==> src/hdl/prrs_pkg.sv <==
`default_nettype none
package prrs_pkg;
    localparam int MAX_JOBS = 16;
    localparam int IDX_W = $clog2(MAX_JOBS);
    localparam int CNT_W = $clog2(MAX_JOBS + 1);

    localparam logic [7:0] QUANTUM_RESET = 8'd4;

    typedef enum logic {
        CFG_HIGH_QUANTUM = 1'b0,
        CFG_LOW_QUANTUM  = 1'b1
    } cfg_index_t;

    localparam logic CMD_ARRIVE = 1'b0;
    localparam logic CMD_TICK   = 1'b1;

    typedef enum logic [2:0] {
        ST_IDLE,
        ST_SCAN,
        ST_ACT,
        ST_RR_ROT,
        ST_DONE
    } state_t;

    typedef struct packed {
        logic        valid;
        logic [15:0] id;
        logic [7:0]  prio;
        logic [15:0] rem;
        logic [15:0] seq;
    } prio_slot_t;

    typedef struct packed {
        logic [15:0] id;
        logic [15:0] rem;
    } rr_slot_t;

    function automatic logic [7:0] eff_q(input logic [7:0] q);
        eff_q = (q == 8'd0) ? 8'd1 : q;
    endfunction

    // Entry a beats entry b: lower priority, or equal priority and older stamp.
    function automatic logic beats(input prio_slot_t a, input prio_slot_t b);
        logic [15:0] d;
        d = b.seq - a.seq;
        beats = (a.prio < b.prio) ||
                ((a.prio == b.prio) && (d != 16'd0) && !d[15]);
    endfunction
endpackage
`default_nettype wire

==> src/hdl/priority_rr_two_level_scheduler_top.sv <==
`default_nettype none
// Two-level job scheduler: a preemptive priority store (lowest value first,
// ties in arrival order) in front of a round-robin FIFO. Pulse start with
// command 0 to submit a job or command 1 for one time tick; busy stays high
// while the transaction is worked, and the next one can be accepted in the
// cycle after done. The priority store is walked one slot per cycle by a
// single compare unit to find the best job, the free slot and the job count,
// then the act state applies the update, the rotate state finishes a
// round-robin move through the single FIFO port, and done pulses with the
// result fields for one cycle. The receiver cannot stall; results must be
// taken on the done pulse.
// Quantum registers are written through cfg_we/cfg_index/cfg_data; the user
// must write them only while idle (the block itself does not enforce it);
// a write reloads the matching ticks-left counter, and zero acts as one.
module priority_rr_two_level_scheduler_top
(
    input  wire logic        clk,
    input  wire logic        rst_n,
    input  wire logic        cfg_we,
    input  wire logic        cfg_index,
    input  wire logic [7:0]  cfg_data,
    input  wire logic        start,
    output logic             busy,
    input  wire logic        command,
    input  wire logic [15:0] job_id,
    input  wire logic [7:0]  job_priority,
    input  wire logic [15:0] job_burst,
    output logic             done,
    output logic             ran_valid,
    output logic [15:0]      ran_id,
    output logic             ran_finished,
    output logic             arrival_rejected
);
    localparam int IW = prrs_pkg::IDX_W;
    localparam int CW = prrs_pkg::CNT_W;

    prrs_pkg::state_t state_reg, state_next;

    // Priority store: valid bits in flops, payload in a register array
    // read at the scan index and written at one index.
    logic [prrs_pkg::MAX_JOBS-1:0] pvalid_reg;
    prrs_pkg::prio_slot_t          pmem [prrs_pkg::MAX_JOBS];
    prrs_pkg::rr_slot_t            rmem [prrs_pkg::MAX_JOBS];

    logic [7:0]    hq_reg, lq_reg, hleft_reg, lleft_reg;
    logic [15:0]   seq_reg;
    logic [IW-1:0] rhead_reg;
    logic [CW-1:0] rcount_reg;
    logic [IW:0]   scan_reg;

    logic          cmd_reg;
    logic [15:0]   jid_reg, jburst_reg;
    logic [7:0]    jprio_reg;

    logic          o_valid_reg, o_fin_reg, o_rej_reg;
    logic [15:0]   o_id_reg;

    // Pending FIFO work after the act cycle
    logic          rot_pend_reg;   // rotate head to tail
    logic          dem_pend_reg;   // push expired priority job to tail
    prrs_pkg::rr_slot_t rr_head_q; // registered FIFO head read

    prrs_pkg::prio_slot_t slot_rd;
    logic                 scan_step, scan_clear;
    logic                 best_found, free_found;
    logic [IW-1:0]        best_idx, free_idx;
    prrs_pkg::prio_slot_t best_slot;
    logic [CW-1:0]        pcount;

    always_comb
    begin
        slot_rd       = pmem[scan_reg[IW-1:0]];
        slot_rd.valid = pvalid_reg[scan_reg[IW-1:0]];
    end

    assign scan_clear = (state_reg == prrs_pkg::ST_IDLE);
    assign scan_step  = (state_reg == prrs_pkg::ST_SCAN);

    prrs_scan u_scan
    (
        .clk        (clk),
        .rst_n      (rst_n),
        .clear      (scan_clear),
        .step       (scan_step),
        .idx        (scan_reg[IW-1:0]),
        .slot       (slot_rd),
        .best_found (best_found),
        .best_idx   (best_idx),
        .best_slot  (best_slot),
        .free_found (free_found),
        .free_idx   (free_idx),
        .count      (pcount)
    );

    // Next-state logic
    always_comb
    begin
        state_next = state_reg;
        unique case (state_reg)
            prrs_pkg::ST_IDLE:
                if (start)
                    state_next = prrs_pkg::ST_SCAN;
            prrs_pkg::ST_SCAN:
                if (scan_reg == (IW+1)'(prrs_pkg::MAX_JOBS - 1))
                    state_next = prrs_pkg::ST_ACT;
            prrs_pkg::ST_ACT:
                state_next = prrs_pkg::ST_RR_ROT;
            prrs_pkg::ST_RR_ROT:
                state_next = prrs_pkg::ST_DONE;
            prrs_pkg::ST_DONE:
                state_next = prrs_pkg::ST_IDLE;
            default:
                state_next = prrs_pkg::ST_IDLE;
        endcase
    end

    // Output decode
    always_comb
    begin
        busy = (state_reg != prrs_pkg::ST_IDLE);
        done = (state_reg == prrs_pkg::ST_DONE);
    end

    assign ran_valid        = o_valid_reg;
    assign ran_id           = o_id_reg;
    assign ran_finished     = o_fin_reg;
    assign arrival_rejected = o_rej_reg;

    // FIFO tail index
    logic [IW:0]   tail_sum;
    logic [IW-1:0] tail_idx;
    logic [IW-1:0] head_inc;
    always_comb
    begin
        tail_sum = {1'b0, rhead_reg} + (IW+1)'(rcount_reg);
        tail_idx = (tail_sum >= (IW+1)'(prrs_pkg::MAX_JOBS))
                 ? IW'(tail_sum - (IW+1)'(prrs_pkg::MAX_JOBS)) : tail_sum[IW-1:0];
        head_inc = (rhead_reg == IW'(prrs_pkg::MAX_JOBS - 1)) ? '0 : rhead_reg + 1'b1;
    end

    logic [7:0] hq_eff, lq_eff;
    assign hq_eff = prrs_pkg::eff_q(hq_reg);
    assign lq_eff = prrs_pkg::eff_q(lq_reg);

    // Control registers
    always_ff @(posedge clk or negedge rst_n)
    begin
        if (!rst_n)
        begin
            state_reg    <= prrs_pkg::ST_IDLE;
            pvalid_reg   <= '0;
            hq_reg       <= prrs_pkg::QUANTUM_RESET;
            lq_reg       <= prrs_pkg::QUANTUM_RESET;
            hleft_reg    <= prrs_pkg::QUANTUM_RESET;
            lleft_reg    <= prrs_pkg::QUANTUM_RESET;
            seq_reg      <= '0;
            rhead_reg    <= '0;
            rcount_reg   <= '0;
            scan_reg     <= '0;
            rot_pend_reg <= 1'b0;
            dem_pend_reg <= 1'b0;
            o_valid_reg  <= 1'b0;
            o_fin_reg    <= 1'b0;
            o_rej_reg    <= 1'b0;
            o_id_reg     <= '0;
        end
        else
        begin
            state_reg <= state_next;
            if (cfg_we)
            begin
                unique case (cfg_index)
                    prrs_pkg::CFG_HIGH_QUANTUM:
                    begin
                        hq_reg    <= cfg_data;
                        hleft_reg <= prrs_pkg::eff_q(cfg_data);
                    end
                    prrs_pkg::CFG_LOW_QUANTUM:
                    begin
                        lq_reg    <= cfg_data;
                        lleft_reg <= prrs_pkg::eff_q(cfg_data);
                    end
                    default: ;
                endcase
            end
            unique case (state_reg)
                prrs_pkg::ST_IDLE:
                begin
                    scan_reg     <= '0;
                    rot_pend_reg <= 1'b0;
                    dem_pend_reg <= 1'b0;
                end
                prrs_pkg::ST_SCAN:
                    scan_reg <= scan_reg + 1'b1;
                prrs_pkg::ST_ACT:
                begin
                    o_valid_reg <= 1'b0;
                    o_fin_reg   <= 1'b0;
                    o_rej_reg   <= 1'b0;
                    o_id_reg    <= '0;
                    if (cmd_reg == prrs_pkg::CMD_ARRIVE)
                    begin
                        if ((CW+1)'(pcount) + (CW+1)'(rcount_reg)
                            >= (CW+1)'(prrs_pkg::MAX_JOBS))
                            o_rej_reg <= 1'b1;
                        else
                        begin
                            if (best_found && hleft_reg != hq_eff &&
                                jprio_reg < best_slot.prio)
                            begin
                                // Demote running job; arrival takes its slot
                                pvalid_reg[best_idx] <= 1'b1;
                                rcount_reg           <= rcount_reg + 1'b1;
                                hleft_reg            <= hq_eff;
                            end
                            else
                                pvalid_reg[free_idx] <= 1'b1;
                            seq_reg <= seq_reg + 1'b1;
                        end
                    end
                    else if (best_found)
                    begin
                        o_valid_reg <= 1'b1;
                        o_id_reg    <= best_slot.id;
                        // Partly served FIFO head goes to the tail first;
                        // an expiring priority job lands behind it next cycle
                        if (lleft_reg != lq_eff && rcount_reg != '0)
                        begin
                            rhead_reg <= head_inc;
                            lleft_reg <= lq_eff;
                        end
                        if (best_slot.rem <= 16'd1)
                        begin
                            pvalid_reg[best_idx] <= 1'b0;
                            o_fin_reg            <= 1'b1;
                            hleft_reg            <= hq_eff;
                        end
                        else if (hleft_reg <= 8'd1)
                        begin
                            pvalid_reg[best_idx] <= 1'b0;
                            dem_pend_reg         <= 1'b1;
                            hleft_reg            <= hq_eff;
                        end
                        else
                            hleft_reg <= hleft_reg - 1'b1;
                    end
                    else if (rcount_reg != '0)
                    begin
                        o_valid_reg <= 1'b1;
                        o_id_reg    <= rr_head_q.id;
                        if (rr_head_q.rem <= 16'd1)
                        begin
                            rhead_reg  <= head_inc;
                            rcount_reg <= rcount_reg - 1'b1;
                            o_fin_reg  <= 1'b1;
                            lleft_reg  <= lq_eff;
                        end
                        else if (lleft_reg <= 8'd1)
                        begin
                            rot_pend_reg <= 1'b1;
                            lleft_reg    <= lq_eff;
                        end
                        else
                            lleft_reg <= lleft_reg - 1'b1;
                    end
                end
                prrs_pkg::ST_RR_ROT:
                begin
                    if (rot_pend_reg)
                        rhead_reg <= head_inc;
                    if (dem_pend_reg)
                        rcount_reg <= rcount_reg + 1'b1;
                end
                prrs_pkg::ST_DONE: ;
                default: ;
            endcase
        end
    end

    // Payload: transaction capture, stores, registered FIFO head read.
    // Rotation with the FIFO full writes the head back over itself, which
    // is the same slot as the tail.
    always_ff @(posedge clk)
    begin
        if (state_reg == prrs_pkg::ST_IDLE && start)
        begin
            cmd_reg    <= command;
            jid_reg    <= job_id;
            jprio_reg  <= job_priority;
            jburst_reg <= job_burst;
        end
        rr_head_q <= rmem[rhead_reg];
        if (state_reg == prrs_pkg::ST_ACT)
        begin
            if (cmd_reg == prrs_pkg::CMD_ARRIVE)
            begin
                if ((CW+1)'(pcount) + (CW+1)'(rcount_reg)
                    < (CW+1)'(prrs_pkg::MAX_JOBS))
                begin
                    if (best_found && hleft_reg != hq_eff &&
                        jprio_reg < best_slot.prio)
                    begin
                        rmem[tail_idx]  <= '{id: best_slot.id, rem: best_slot.rem};
                        pmem[best_idx]  <= '{valid: 1'b1, id: jid_reg, prio: jprio_reg,
                                             rem: jburst_reg, seq: seq_reg};
                    end
                    else
                        pmem[free_idx] <= '{valid: 1'b1, id: jid_reg, prio: jprio_reg,
                                            rem: jburst_reg, seq: seq_reg};
                end
            end
            else if (best_found)
            begin
                if (best_slot.rem > 16'd1)
                    pmem[best_idx].rem <= best_slot.rem - 1'b1;
                if (lleft_reg != lq_eff && rcount_reg != '0)
                    rmem[tail_idx] <= rr_head_q;
            end
            else if (rcount_reg != '0 && rr_head_q.rem > 16'd1)
                rmem[rhead_reg].rem <= rr_head_q.rem - 1'b1;
        end
        else if (state_reg == prrs_pkg::ST_RR_ROT)
        begin
            // Head read predates the act-cycle decrement
            if (rot_pend_reg)
                rmem[tail_idx] <= '{id: rr_head_q.id, rem: rr_head_q.rem - 16'd1};
            else if (dem_pend_reg)
                rmem[tail_idx] <= '{id: best_slot.id, rem: best_slot.rem - 16'd1};
        end
    end
endmodule
`default_nettype wire

==> src/hdl/prrs_scan.sv <==
`default_nettype none
// Sequential best-slot and free-slot search over the priority store,
// one slot per cycle through a shared compare.
module prrs_scan
(
    input  wire logic                     clk,
    input  wire logic                     rst_n,
    input  wire logic                     clear,
    input  wire logic                     step,
    input  wire logic [prrs_pkg::IDX_W-1:0] idx,
    input  wire prrs_pkg::prio_slot_t     slot,
    output logic                          best_found,
    output logic [prrs_pkg::IDX_W-1:0]    best_idx,
    output prrs_pkg::prio_slot_t          best_slot,
    output logic                          free_found,
    output logic [prrs_pkg::IDX_W-1:0]    free_idx,
    output logic [prrs_pkg::CNT_W-1:0]    count
);
    logic                        best_found_reg, best_found_next;
    logic [prrs_pkg::IDX_W-1:0]  best_idx_reg, best_idx_next;
    prrs_pkg::prio_slot_t        best_slot_reg, best_slot_next;
    logic                        free_found_reg, free_found_next;
    logic [prrs_pkg::IDX_W-1:0]  free_idx_reg, free_idx_next;
    logic [prrs_pkg::CNT_W-1:0]  count_reg, count_next;

    always_comb
    begin
        best_found_next = best_found_reg;
        best_idx_next   = best_idx_reg;
        best_slot_next  = best_slot_reg;
        free_found_next = free_found_reg;
        free_idx_next   = free_idx_reg;
        count_next      = count_reg;
        if (clear)
        begin
            best_found_next = 1'b0;
            free_found_next = 1'b0;
            count_next      = '0;
        end
        else if (step)
        begin
            if (slot.valid)
            begin
                count_next = count_reg + 1'b1;
                if (!best_found_reg || prrs_pkg::beats(slot, best_slot_reg))
                begin
                    best_found_next = 1'b1;
                    best_idx_next   = idx;
                    best_slot_next  = slot;
                end
            end
            else if (!free_found_reg)
            begin
                free_found_next = 1'b1;
                free_idx_next   = idx;
            end
        end
    end

    always_ff @(posedge clk or negedge rst_n)
    begin
        if (!rst_n)
        begin
            best_found_reg <= 1'b0;
            free_found_reg <= 1'b0;
            count_reg      <= '0;
        end
        else
        begin
            best_found_reg <= best_found_next;
            free_found_reg <= free_found_next;
            count_reg      <= count_next;
        end
    end

    always_ff @(posedge clk)
    begin
        best_idx_reg  <= best_idx_next;
        best_slot_reg <= best_slot_next;
        free_idx_reg  <= free_idx_next;
    end

    assign best_found = best_found_reg;
    assign best_idx   = best_idx_reg;
    assign best_slot  = best_slot_reg;
    assign free_found = free_found_reg;
    assign free_idx   = free_idx_reg;
    assign count      = count_reg;
endmodule
`default_nettype wire

==> config.mk <==
export PLATFORM = sky130hd
export DESIGN_NAME = priority_rr_two_level_scheduler_top
export DESIGN_NICKNAME = d
export VERILOG_FILES = /design/src/hdl/prrs_pkg.sv /design/src/hdl/priority_rr_two_level_scheduler_top.sv /design/src/hdl/prrs_scan.sv
export SDC_FILE = /design/constraint.sdc
export NUM_CORES = 2
export LEC_CHECK = 0
export BUFFER_PORTS_ARGS = -buffer_cell sky130_fd_sc_hd__buf_2
export CAP_MARGIN = 25
export CORE_ASPECT_RATIO = 2
export CORE_MARGIN = 5
export CORE_UTILIZATION = 60
export DETAILED_ROUTE_END_ITERATION = 16
export PLACE_DENSITY = 0.84
export SYNTH_ARGS = -nofsm -noshare
export SYNTH_HDL_FRONTEND = slang
export SYNTH_SLANG_ARGS = --single-unit
==> constraint.sdc <==
create_clock -name clk -period 8.7 [get_ports clk]
set_input_delay 0.87 -clock clk [delete_from_list [all_inputs] [get_ports clk]]
set_output_delay 0.87 -clock clk [all_outputs]
set_load 0.01 [all_outputs]
==> load_flow_metrics.sql <==
INSERT INTO impl_metrics (metric_group, metric, value, unit) VALUES
('clocking', 'worstSkewPairLatency', '0.78', 'ns'),
('grt', 'global_route_usage_over_all_layers', '0.285', ''),
('setup_path', 'most_frequent_cp_cell', 'sky130_fd_sc_hd__mux4_2', ''),
('placement', 'post-place-cells', '4722', ''),
('setup_path', 'path_cells', 'buf_12 -> mux4_2 -> mux4_2 -> inv_1 -> ha_1 -> a211o_1 -> or2_1 -> o211ai_1 -> a21oi_1 -> o31ai_1 -> xnor2_1 -> or4_1 -> o21bai_4 -> buf_4', ''),
('timing', 'finalWorstPathRequiredPeriod', '6.39', 'ns'),
('die', 'die_area', '117000', 'sq um'),
('power_and_ir_drop', 'power.combinational.fraction', '0.193', ''),
('setup_path', 'highest_delay_cell_along_the_critical_path', 'sky130_fd_sc_hd__dfrtp_4', ''),
('clocking', 'cts-buffers-inserted', '133', ''),
('grt', 'grt_start_max_net_pins', '104', ''),
('clocking', 'cts_htree_levels', '4', ''),
('finish', 'leading_cell_type_in_the_layout_fill_and_taps_excluded', 'sky130_fd_sc_hd__edfxtp_1', ''),
('job', 'drv.max_cap_violation_count', '0', ''),
('synth', 'synth_cells', '3306', ''),
('die', 'placementRows', '171', ''),
('placement', 'gp_congestion', '0.918', ''),
('synth', 'cell_type_contributing_the_most_total_cell_area_after_synthesis', 'sky130_fd_sc_hd__edfxtp_1', ''),
('detailed_routing', 'drt-vias-per-instance', '6.94', ''),
('die', 'die_h', '478', 'um'),
('grt', 'grt_first_pass_wirelength', '241000', 'um'),
('synth', 'yosys_register_bits', '1654', ''),
('grt', 'antenna_found_initial', '9', ''),
('grt', 'vias_in_the_first_global_route', '36200', ''),
('placement', 'port_buffers', '74', ''),
('timing', 'setup-violations-final', '0', ''),
('detailed_routing', 'route.detailed.wl_per_inst', '33.2', 'um'),
('synth', 'synth-edff-count', '1513', ''),
('placement', 'placed_wire_length_estimate_after_detailed_placement', '96300', 'um'),
('power_and_ir_drop', 'static-leakage-power', '23.2', 'nW'),
('power_and_ir_drop', 'power.density_cell_area', '276', 'nW/um^2'),
('finish', 'layout.cells.most_common_list', 'sky130_fd_sc_hd__edfxtp_1 (1513), sky130_fd_sc_hd__mux4_2 (444), sky130_fd_sc_hd__nand2_1 (175)', ''),
('grt', 'gr-total-overflow', '0', ''),
('finish', 'largest_register_ff_count', '896', ''),
('synth', 'synth_cell_types', '77', ''),
('power_and_ir_drop', 'max-vdd-ir-drop', '0.199', 'mV'),
('clocking', 'clkTransAtPathRegs', '0.07', 'ns'),
('setup_path', 'worstPathArrival', '6.78', 'ns'),
('finish', 'fin_util', '0.673', ''),
('synth', 'ys_warn_count', '0', ''),
('synth', 'post-synth-top-area-fraction', '0.691', ''),
('synth', 'synth_top_flop_cell', 'sky130_fd_sc_hd__edfxtp_1', ''),
('clocking', 'post_cts.repair.setup_buffers', '0', ''),
('detailed_routing', 'vias', '34600', ''),
('power_and_ir_drop', 'p_seq_frac', '0.488', ''),
('clocking', 'clock-root-buffer', 'sky130_fd_sc_hd__clkbuf_16', ''),
('finish', 'filler_cell_count', '6577', ''),
('clocking', 'clock_sinks', '1654', ''),
('finish', 'area_growth_syn_to_layout', '11.3', '%'),
('synth', 'post_synthesis_instance_area', '65700', 'sq um'),
('die', 'io_pins', '75', ''),
('power_and_ir_drop', 'p_int', '14.7', 'mW'),
('finish', 'area.sequential', '48800', 'sq um'),
('detailed_routing', 'drtIter0Drc', '4280', ''),
('clocking', 'cts_hold_buf', '0', ''),
('clocking', 'cts-root-to-sink-buffers', '3', ''),
('synth', 'synth_nets', '3414', ''),
('detailed_routing', 'antenna_violating_nets_left', '0', ''),
('detailed_routing', 'drc', '0', ''),
('die', 'chipWidth', '244', 'um'),
('finish', 'final_nets', '3595', ''),
('timing', 'slew_viol_final', '0', ''),
('setup_path', 'critPathKind', 'flip-flop to flip-flop', ''),
('timing', 'clock_skew', '0.0266', 'ns'),
('die', 'placeableCoreArea', '109000', 'sq um'),
('synth', 'main_area_contributors_after_synthesis', 'sky130_fd_sc_hd__edfxtp_1 (69%), sky130_fd_sc_hd__mux4_2 (15%), sky130_fd_sc_hd__dfrtp_1 (4.0%)', ''),
('timing', 'finalHoldViolCount', '0', ''),
('outcome', 'run_status', 'complete, no violations', ''),
('detailed_routing', 'drt_first_pass_iters', '8', ''),
('synth', 'synth_sequential_area_ratio', '0.743', ''),
('synth', 'mean_area_per_synthesized_cell', '19.9', 'sq um');
[through the flow]
step | hold slack, ns | instance area (sq um) | power [mW] | worst slack (ns)
after detailed placement | 0.472 | 68400 | 13.8 | 2.32
after global routing | 0.245 | 73100 | 20.9 | 1.97
after CTS | 0.217 | 73000 | 20.2 | 2.25
after floorplan | 0.440 | 65700 | 12.5 | 1.22
final | 0.220 | 73100 | 20.2 | 2.31
after global placement | 0.463 | 68400 | 13.7 | 2.34
[path summary, 6_finish.rpt]
path / endpoint / depth (start not counted) / startpoint
hold reg to reg: ran_id[6]$_DFFE_PN0P_ / 2 / ran_id[6]$_DFFE_PN0P_
setup / recovery: u_scan.best_slot[11]$_DFFE_PP_ / 14 / scan_reg[0]$_DFFE_PN0N_
min in group clk: jid_reg[10]$_DFFE_PP_ / 1 / job_id[10]
max in group asynchronous: scan_reg[3]$_DFFE_PN0N_ / 2 / rst_n
setup reg to reg: u_scan.best_slot[11]$_DFFE_PP_ / 14 / scan_reg[0]$_DFFE_PN0N_
hold / removal: seq_reg[15]$_DFFE_PN0P_ / 1 / rst_n
[power by group through the flow]
stage | clock [mW] | sequential [mW] | combinational, mW
after detailed placement | 0 | 10.0 | 3.79
after floorplan | 0 | 9.73 | 2.79
after global routing | 6.81 | 9.91 | 4.16
after global placement | 0 | 10.0 | 3.69
after CTS | 6.49 | 9.87 | 3.86
final | 6.43 | 9.88 | 3.91
[cells by family after synthesis]
| group | share of synthesized area |
|---|---|
| AO/OA/AOI/OAI | 0.0296 |
| multiplexers | 0.157 |
| XOR/XNOR | 0.0114 |
| AND/OR/NAND/NOR | 0.0364 |
| flip-flops | 0.743 |
| buffers and inverters | 0.0123 |
| adder cells (fa/ha/maj) | 0.0105 |
[area by class of cell]
class,instances,area share
inverters,56,0.00287
repair buffers,199,0.0191
diodes,4,0.000137
clock inverters,86,0.0148
multi-input cells,1443,0.224
flip-flops and latches,1654,0.668
clock buffers,156,0.0481
well taps,1384,0.0237
[worst max-delay path, delay by kind of cell (launching register included)]
kind / cells / cell delay (ns)
muxes: 2 / 1.11
and+or+nand+nor: 2 / 0.72
xor gates and xnor gates: 1 / 0.13
DFF: 1 / 0.92
adders and majority gates: 1 / 0.28
AOI/OAI and AO/OA: 5 / 1.61
buffers and inverters: 3 / 1.18
[Yosys cell counts, drive strengths merged (8+ instances only)]
cell	number
nand2b	17
buf	35
mux4	444
o21a	9
nor2	138
a21o	17
xnor2	49
a22oi	10
nand4	12
mux2i	28
clkbuf	118
edfxtp	1513
or4	8
ha	52
o21ai	109
nor2b	12
nor3	38
nor3b	8
and3	20
nor4	22
nand3	28
dfxtp	32
xor2	36
dfrtp	105
inv	56
a31oi	17
o211ai	8
nand2	175
a21oi	84
[layer usage]
layer,wire (um),up-vias,global-route usage
met2,89100,2335,0.513
met5,38,-,0
met1,52300,17700,0.324
met4,11300,6,0.155
met3,12700,613,0.0488
li1,-,13900,-
Power figures use the tool's default switching activity.
